[src/hw/rtl/yrr_pkg.sv]
// Shared types, command codes and a helper function for the YUV 4:2:0 rotating reader.
package yrr_pkg;

    localparam logic [1:0] CMD_LUMA   = 2'd0;
    localparam logic [1:0] CMD_CHROMA = 2'd1;
    localparam logic [1:0] CMD_EMIT   = 2'd2;

    localparam logic [1:0] REG_ROT    = 2'd0;
    localparam logic [1:0] REG_WIDTH  = 2'd1;
    localparam logic [1:0] REG_HEIGHT = 2'd2;

    typedef struct packed {
        logic [1:0] command;
        logic [5:0] col;
        logic [5:0] row;
        logic [7:0] luma_sample;
        logic [7:0] cb_sample;
        logic [7:0] cr_sample;
    } t_in_item;

    typedef struct packed {
        logic [7:0] luma_out;
        logic [7:0] chan_one;
        logic [7:0] chan_two;
        logic [7:0] chan_three;
        logic [5:0] dest_col;
        logic [5:0] dest_row;
        logic       frame_last;
    } t_out_item;

    typedef struct packed {
        logic [1:0] rotation_quarter;
        logic [6:0] src_width;
        logic [6:0] src_height;
    } t_cfg;

    // Controller to datapath.
    typedef struct packed {
        logic take;
        logic rd_en;
        logic out_load;
    } t_dp_cmd;

    // Datapath to controller.
    typedef struct packed {
        logic in_emit;
        logic out_valid;
    } t_dp_status;

    function automatic logic [7:0] clamp_byte(input logic signed [10:0] v);
        logic [7:0] res;
        if (v < 11'sd0) begin
            res = 8'd0;
        end else if (v > 11'sd255) begin
            res = 8'd255;
        end else begin
            res = v[7:0];
        end
        return res;
    endfunction

endpackage

[src/hw/rtl/yrr_ctrl.sv]
// Controller state machine: sequences each emit through read and convert steps.
module yrr_ctrl (
    input  logic               i_clk,
    input  logic               i_rst_n,
    input  logic               i_in_valid,
    input  logic               i_out_stall,
    input  yrr_pkg::t_dp_status i_status,
    output yrr_pkg::t_dp_cmd   o_cmd,
    output logic               o_in_stall
);

    localparam logic [1:0] ST_IDLE = 2'd0;
    localparam logic [1:0] ST_READ = 2'd1;
    localparam logic [1:0] ST_CALC = 2'd2;

    logic [1:0] r_state;
    logic [1:0] n_state;
    logic       out_free;

    // The output register can take a pixel when empty or when its transfer completes now.
    assign out_free = !i_status.out_valid || !i_out_stall;

    always_comb begin
        n_state        = r_state;
        o_cmd.take     = 1'b0;
        o_cmd.rd_en    = 1'b0;
        o_cmd.out_load = 1'b0;
        o_in_stall     = 1'b1;
        unique case (r_state)
            ST_IDLE: begin
                o_in_stall = 1'b0;
                if (i_in_valid) begin
                    o_cmd.take = 1'b1;
                    if (i_status.in_emit) begin
                        n_state = ST_READ;
                    end
                end
            end
            ST_READ: begin
                o_cmd.rd_en = 1'b1;
                n_state     = ST_CALC;
            end
            ST_CALC: begin
                if (out_free) begin
                    o_cmd.out_load = 1'b1;
                    n_state        = ST_IDLE;
                end
            end
            default: begin
                n_state = ST_IDLE;
            end
        endcase
    end

    always_ff @(posedge i_clk) begin
        if (!i_rst_n) begin
            r_state <= ST_IDLE;
        end else begin
            r_state <= n_state;
        end
    end

endmodule

[config.mk]
export PLATFORM = sky130hd
export DESIGN_NAME = yrr_ctrl
export DESIGN_NICKNAME = d
export VERILOG_FILES = /design/src/hw/rtl/yrr_pkg.sv /design/src/hw/rtl/yrr_ctrl.sv
export SDC_FILE = /design/constraint.sdc
export NUM_CORES = 1
export LEC_CHECK = 0
export ABC_AREA = 1
export BUFFER_PORTS_ARGS = -buffer_cell sky130_fd_sc_hd__buf_2
export CORE_AREA = 2 2 39 41
export CTS_CLUSTER_DIAMETER = 150
export DETAILED_ROUTE_END_ITERATION = 8
export DIE_AREA = 0 0 41 43
export GPL_TIMING_DRIVEN = 1
export PLACE_DENSITY = 0.39
export SLEW_MARGIN = 0
export SYNTH_ARGS = -nofsm -noshare
export SYNTH_HDL_FRONTEND = slang
export SYNTH_SLANG_ARGS = --single-unit
[constraint.sdc]
create_clock -name i_clk -period 0.8 [get_ports i_clk]
set_clock_uncertainty 0.2 [all_clocks]
set_input_delay 0.04 -clock i_clk [delete_from_list [all_inputs] [get_ports i_clk]]
set_output_delay 0.04 -clock i_clk [all_outputs]
set_load 0.05 [all_outputs]
==> flow_metrics.py <==
metrics = {
    "grt": {
        "grt_max_degree": 4,
        "track_usage_pct": 5.21,
        "overflow": 0,
        "grt_pass1_wl_um": 538,
        "grt_antenna_before_repair": 0,
        "first_global_vias": 184,
    },
    "cts": {
        "cts_root_buffer": "clkbuf_4",
        "cts_tree": "done",
        "clock-sinks": 2,
        "ctsHtreeMaxLevel": 1,
        "cts.clk_slew.worst_paths_ps": 30,
        "clkLatencyLatePin_ps": 220,
        "clk_path_buf_depth": 2,
        "cts-buffers-inserted": 3,
    },
    "job": {
        "cap_violations": 0,
    },
    "timing": {
        "slew_violations": 0,
        "hold_ws_ps": -149,
        "worst_pin_slew_ps": 137,
        "setup_viol": 6,
        "slew_headroom_pct": 90.9,
        "min_period_ps": 1220,
        "fmax_mhz": 817,
        "finalCritPeriodShare_pct": 153,
        "setup_slack_ps": -425,
        "rsz0062_at_grt": "yes",
        "finalHoldViolCount": 2,
        "fin_setup_tns_ps": -1930,
    },
    "synth": {
        "synth_top_flop_cell": "dfxtp_1",
        "yosysSeqAreaShare_pct": 34.4,
        "netlist_instances": 19,
        "synth_fp_nets": 25,
        "yosys-top-cells-count": "inv_1, nand2_1, dfxtp_1, nor2_1",
        "syn_area_per_cell_sq_um": 6.12,
        "synthDistinctLibCells": 8,
        "synth_area_leaders": "dfxtp_1, inv_1, nand2_1",
        "synthMostInstantiatedCell": "inv_1",
        "synth_warnings": 0,
        "synth_area_leader_cell": "dfxtp_1",
        "synth_top_area_share_pct": 34.4,
        "synth-edff-count": 0,
        "synth_seq_cells": 2,
        "synthArstFlopShare_pct": 0,
        "netlist_area_sq_um": 116,
    },
    "route": {
        "drt_wl_total_um": 303,
        "drc_errors": 0,
        "first_pass_iters": 1,
        "viasPerCell": 3.08,
        "wire_per_inst_um": 6.06,
        "drt_iter0_markers": 0,
        "vias": 154,
        "antenna_left": 0,
    },
    "critical_path": {
        "critPathRequiredTime_ps": 560,
        "r2r_slack_ps": -240,
        "startpoint": "r_state[1]",
        "path_max_fanout": 3,
        "r2r_start": "r_state[0]",
        "arrival_ps": 980,
        "start_kind": "flop",
        "worstSetupEndpointType": "output pin",
        "path_class": "reg2out",
    },
    "floorplanning": {
        "die_y_um": 43,
        "die_width_um": 41,
        "rows": 14,
        "floorplan.initialDensity_pct": 8.41,
        "dieArea_sq_um": 1760,
        "ioPinCount": 10,
        "core-area_sq_um": 1380,
    },
    "place": {
        "placed_area_sq_um": 234,
        "place_ws_ps": -338,
        "port_buffers": 9,
        "place_congestion": 0.575,
    },
    "power_and_ir_drop": {
        "power.density_nw_per_um2": 1530,
        "p_leak_nw": 0.154,
        "peakVddDrop_mv": 0.463,
    },
    "cells_and_area": {
        "top_regs": "r_state (2)",
        "n_antenna_cell": 0,
        "areaGrowthSynthToFinish_pct": 163,
        "final_cell_area_sq_um": 307,
        "largest_reg_flops": 2,
        "finish.utilization_pct": 22.2,
        "drive_gt1_share_pct": 76.5,
        "top_register": "r_state",
        "final_nets": 42,
    },
    "hold_path": {
        "min_from": "i_status[1]",
        "min_path_type": "in2reg",
    },
    "status": {
        "status": "complete, but fails checks",
        "violations": "hold timing, setup timing",
    },
}
-- metal layers --
metal | wire [um] | track usage (%)
met3 | 17 | 4.71
met5 | 0 | 0
met2 | 196 | 7.81
met1 | 90 | 2.88
met4 | 0 | 6.00
-- cells by family (layout without fill, tap and decap cells) --
logic type | Yosys count | in the layout | share of synthesized area [%]
buf+inv | 7 | 22 | 25.8
simple gates | 9 | 9 | 32.3
compound gates | 1 | 1 | 7.53
flops | 2 | 2 | 34.4
-- power breakdown --
| part | internal (mW) | switching, mW |
|---|---|---|
| clock network | 0.165 | 0.0545 |
| registers | 0.103 | 0.00495 |
| logic | 0.0655 | 0.0754 |
| total | 0.334 | 0.135 |
-- cell usage in the layout (no fill, tap or decap), drive strengths merged --
| master | instances |
|---|---|
| buf | 13 |
| nand2 | 5 |
| clkinvlp | 1 |
| dfxtp | 2 |
| inv | 5 |
| nor3 | 1 |
| nor2 | 3 |
| a21oi | 1 |
| clkbuf | 3 |
-- cell type report --
type                    instances  area, sq um
well taps                      16         20.0
inverters                       6         26.3
multi-input cells              10         72.6
fillers                       157         1080
clock buffers                   3         22.5
repair buffers                 13          120
flip-flops and latches          2         45.0
-- through the flow --
step	power, mW	cells
3_3_place_gp	0.220	47
3_5_place_dp	0.220	47
2_1_floorplan	0.180	19
4_1_cts	0.483	50
6_report	0.469	50
5_1_grt	0.508	50
-- path summary, 6_finish.rpt --
path / end / cells past startpoint
setup / recovery: o_cmd[0] / 3
hold / removal: r_state[0] / 3
setup reg to reg: r_state[1] / 4
hold reg to reg: r_state[0] / 4
-- critical path: stages (launching register included) --
cell and delay (ps):
dfxtp_2 340, inv_2 60, nor3_4 180, buf_6 180
-- what timing repair did --
item,CTS,global route
gates cloned,0,0
endpoints found under the hold margin,2,2
pin swaps,3,0
setup endpoints to repair,6,6
buffers inserted,0,0
resized for setup,14,2
Note: power is estimated with default switching activity, not from simulation.
