--- config.mk ---
export PLATFORM = sky130hd
export DESIGN_NAME = yrr_regs
export DESIGN_NICKNAME = d
export VERILOG_FILES = /design/src/hw/rtl/yrr_pkg.sv /design/src/hw/rtl/yrr_regs.sv
export SDC_FILE = /design/constraint.sdc
export NUM_CORES = 1
export LEC_CHECK = 0
export BUFFER_PORTS_ARGS = -buffer_cell sky130_fd_sc_hd__buf_2
export CORE_AREA = 2 2 50 71
export DETAILED_ROUTE_END_ITERATION = 8
export DIE_AREA = 0 0 52 73
export MAX_ROUTING_LAYER = met4
export PLACE_DENSITY = 0.71
export SETUP_SLACK_MARGIN = 0.02
export SLEW_MARGIN = 20
export SYNTH_ARGS = -nofsm -noshare
export SYNTH_HDL_FRONTEND = slang
export SYNTH_SLANG_ARGS = --single-unit
--- constraint.sdc ---
create_clock -name i_clk -period 0.93 [get_ports i_clk]
set_input_delay 0.093 -clock i_clk [delete_from_list [all_inputs] [get_ports i_clk]]
set_output_delay 0.093 -clock i_clk [all_outputs]
set_load 0.01 [all_outputs]
--- src/hw/rtl/yrr_pkg.sv ---
// Shared types, command codes and a helper function for the YUV 4:2:0 rotating reader.
package yrr_pkg;

    localparam logic [1:0] CMD_LUMA   = 2'd0;
    localparam logic [1:0] CMD_CHROMA = 2'd1;
    localparam logic [1:0] CMD_EMIT   = 2'd2;

    localparam logic [1:0] REG_ROT    = 2'd0;
    localparam logic [1:0] REG_WIDTH  = 2'd1;
    localparam logic [1:0] REG_HEIGHT = 2'd2;

    typedef struct packed {
        logic [1:0] command;
        logic [5:0] col;
        logic [5:0] row;
        logic [7:0] luma_sample;
        logic [7:0] cb_sample;
        logic [7:0] cr_sample;
    } t_in_item;

    typedef struct packed {
        logic [7:0] luma_out;
        logic [7:0] chan_one;
        logic [7:0] chan_two;
        logic [7:0] chan_three;
        logic [5:0] dest_col;
        logic [5:0] dest_row;
        logic       frame_last;
    } t_out_item;

    typedef struct packed {
        logic [1:0] rotation_quarter;
        logic [6:0] src_width;
        logic [6:0] src_height;
    } t_cfg;

    // Controller to datapath.
    typedef struct packed {
        logic take;
        logic rd_en;
        logic out_load;
    } t_dp_cmd;

    // Datapath to controller.
    typedef struct packed {
        logic in_emit;
        logic out_valid;
    } t_dp_status;

    function automatic logic [7:0] clamp_byte(input logic signed [10:0] v);
        logic [7:0] res;
        if (v < 11'sd0) begin
            res = 8'd0;
        end else if (v > 11'sd255) begin
            res = 8'd255;
        end else begin
            res = v[7:0];
        end
        return res;
    endfunction

endpackage

--- src/hw/rtl/yrr_regs.sv ---
// Configuration register file behind the APB-style port.
module yrr_regs (
    input  logic          i_clk,
    input  logic          i_rst_n,
    input  logic          psel,
    input  logic          penable,
    input  logic          pwrite,
    input  logic [3:0]    paddr,
    input  logic [31:0]   pwdata,
    output logic [31:0]   prdata,
    output logic          pready,
    output yrr_pkg::t_cfg o_cfg
);

    logic [1:0] r_rot;
    logic [6:0] r_width;
    logic [6:0] r_height;
    logic       wr_en;

    assign pready = 1'b1;
    assign wr_en  = psel && penable && pwrite;

    always_ff @(posedge i_clk) begin
        if (!i_rst_n) begin
            r_rot    <= 2'd0;
            r_width  <= 7'd64;
            r_height <= 7'd64;
        end else if (wr_en) begin
            unique case (paddr[3:2])
                yrr_pkg::REG_ROT:    r_rot    <= pwdata[1:0];
                yrr_pkg::REG_WIDTH:  r_width  <= pwdata[6:0];
                yrr_pkg::REG_HEIGHT: r_height <= pwdata[6:0];
                default: ;
            endcase
        end
    end

    always_comb begin
        unique case (paddr[3:2])
            yrr_pkg::REG_ROT:    prdata = {30'd0, r_rot};
            yrr_pkg::REG_WIDTH:  prdata = {25'd0, r_width};
            yrr_pkg::REG_HEIGHT: prdata = {25'd0, r_height};
            default:             prdata = 32'd0;
        endcase
    end

    assign o_cfg.rotation_quarter = r_rot;
    assign o_cfg.src_width        = r_width;
    assign o_cfg.src_height       = r_height;

endmodule

==> results.tsv <==
stage	metric	value	unit
logic_synthesis	synth_most_common_cell	buf_4	
detailed_routing	drt_iter0_markers	9	
worst_setup_path	critPathKind	reg2out	
worst_setup_path	rrSetupSlack	0.16	ns
min_path	holdPathEnd	r_height[4]	
logic_synthesis	yosys.area_share.simple	18.89	%
logic_synthesis	synth_top_family_by_area	buffers and inverters	
detailed_routing	wire_per_inst	10.57	µm
min_path	min_from	pwdata[4]	
logic_synthesis	synth_flop_cell	dfxtp_1	
finish	nFillCells	331	
detailed_routing	wl	2156	µm
worst_setup_path	worstReg2RegStart	r_width[5]	
logic_synthesis	synthArstFlopShare	0	%
clocking	clockRootBuffer	clkbuf_8	
clocking	cts_inserted_buffers	3	
floorplanning	coreArea	3222	µm²
logic_synthesis	synth_seq_area_share	33.12	%
clocking	clkLatencyLatePin	0.24	ns
power	vdd_drop_max	0.5686	mV
floorplanning	die_area	3796	µm²
logic_synthesis	syn_area_per_cell	9.124	µm²
clocking	cts_max_level	1	
detailed_routing	drc	0	
worst_setup_path	rr_endpoint	r_width[5]	
placement	dp.cells	187	
sta	period_share	108.3	%
floorplanning	die_h	73	µm
sta	rsz0062_at_grt	yes	
floorplanning	rows	25	
global_routing	grt_antenna_before_repair	0	
clocking	clk_path_buf_depth	2	
clocking	cts.reportedPaths.clkPinSlew	0.06	ns
global_routing	grt.total_usage	12.53	%
global_routing	grt_pass1_vias	787	
floorplanning	ioPinCount	90	
finish	n_antenna_cell	0	
run_status	violations	setup timing	
power	p_leak	0.7317	nW
clocking	cts_sinks	16	
finish	post-route-util	45.36	%
logic_synthesis	synthCells	106	
sta	max_freq	992.5	MHz
worst_setup_path	rr_worst_depth	4	
power	powerDensity	1069	nW/µm²
logic_synthesis	synth-xor-area-share	0	%
job	maxCapViolCount	0	
global_routing	grt_pass1_wl	3463	µm
logic_synthesis	synth-seq-cells	16	
sta	finalWorstSetupSlack	-0.07756	ns
finish	area_growth	51.10	%
logic_synthesis	synth_top_area_share	33.12	%
logic_synthesis	synth_compound_area_share	5.563	%
sta	setup_viol	7	
finish	drive_gt1_share	51.83	%
global_routing	grt_start_max_net_pins	14	
logic_synthesis	synth-edff-count	0	
run_status	status	finished, violations left	
power	power	1.562	mW
logic_synthesis	ys_types	15	
logic_synthesis	synth_top_area_cell	dfxtp_1	
worst_setup_path	critical_path.max_fanout	2	
finish	final_nets	206	
global_routing	overflow	0	
floorplanning	die_w	52	µm
worst_setup_path	critPathLaunchType	flop	
min_path	min_path_type	in2reg	
logic_synthesis	synthTopCellsByArea	dfxtp_1 33%, buf_4 22%, mux2i_1 19%	
clocking	cts_tree	built	
sta	finClkSkew	0	ns
placement	io_buffer_count	36	
logic_synthesis	synthMuxAreaShare	18.63	%
logic_synthesis	synthAdderAreaFrac	0	%
finish	fin_cells	204	
detailed_routing	drtAntennaViolNets	0	
logic_synthesis	synth_area	967.2	µm²
placement	dp_hpwl	1593	µm
logic_synthesis	synth_warnings	0	
detailed_routing	first_pass_iters	2	
sta	holdWs	0.1099	ns
worst_setup_path	cp.arrival	0.91	ns
sta	finalHoldViolations	0	
logic_synthesis	ys_top_cells_by_count	28 x buf_4, 22 x nand2_1, 18 x mux2i_1	
detailed_routing	vias	834	
placement	gp_congestion	0.7256	
detailed_routing	vias_per_cell	4.088	
worst_setup_path	critPathRequiredTime	0.84	ns
sta	final_max_slew_viol_count	0	
min_path	min_path_cells	3	
floorplanning	start_util	30.02	%
worst_setup_path	endpoint_kind	output pin	
sta	period_needed	1.008	ns
==> critical path, stage by stage (launching register included) <==
cell and delay [ns]:
dfxtp_2 0.32, mux2i_1 0.15, o21ai_1 0.07, buf_2 0.13
==> area by class of cell <==
cell class,count,area (µm²),share of cell area (%)
Clock buffer,4,55.05,3.767
Multi-Input combinational cell,83,529.3,36.22
Sequential cell,16,337.8,23.12
Tap cell,40,50.05,3.425
Timing Repair Buffer,61,489.2,33.48
==> state kept, by name (all words and copies together) (netlist names) <==
| name | flops |
|---|---|
| r_height | 7 |
| r_rot | 2 |
| r_width | 7 |
==> how the worst max path moves through the flow <==
stage / from / endpoint / slack [ns] / cells after the start
after floorplan: paddr[2] / r_height[6] / 0.06 / 5
after global placement: pwrite / r_width[5] / -0.15 / 5
after detailed placement: psel / r_width[0] / -0.17 / 5
after CTS: r_width[1] / prdata[1] / -0.08 / 3
after global routing: r_width[1] / prdata[1] / -0.13 / 3
final: r_width[1] / prdata[1] / -0.08 / 3
==> cells in the final DEF (no fill, tap or decap), types with 2 or more instances in the layout <==
master	n
conb_1	26
buf_6	23
nand2_1	22
buf_2	22
mux2i_1	18
buf_4	15
dfxtp_2	14
a22o_1	5
clkbuf_8	4
nor2b_1	3
nor2b_4	2
o21ai_1	2
dfxtp_1	2
==> logic make-up (layout without fill, tap and decap cells) <==
| family | Yosys count | count (layout) |
|---|---|---|
| other cells | 2 | 26 |
| simple gates | 32 | 32 |
| buf+inv | 31 | 65 |
| mux | 18 | 18 |
| compound gates | 7 | 7 |
| flops | 16 | 16 |
==> through the flow <==
step / worst slack [ns] / area, µm² / TNS (ns)
final: -0.07756 / 1461 / -0.4678
after global routing: -0.1297 / 1461 / -0.9808
after global placement: -0.1465 / 1155 / -1.555
after detailed placement: -0.1677 / 1155 / -1.662
after CTS: -0.08316 / 1391 / -0.4681
after floorplan: 0.05762 / 1057 / 0
==> per-layer routing <==
| metal | track usage (%) | vias to the layer above | routed length (µm) |
|---|---|---|---|
| met5 | - | - | 0 |
| met4 | 5.263 | 0 | 16 |
| met3 | 1.844 | 2 | 137 |
| met2 | 20.96 | 40 | 1104 |
| met1 | 14.70 | 379 | 897 |
| li1 | - | 413 | - |
==> power breakdown <==
group	switching [mW]	internal, mW
Sequential	0.00593	0.695
Combinational	0.143	0.112
Clock	0.230	0.375
==> timing repair <==
item                                    4_1_cts  5_1_grt
endpoints found under the setup margin        7       26
setup buffers                                12        1
hold buffers                                  0        0
resized for setup                            26       20
pin swaps                                     0        1
(Power assumes the default switching activity.)
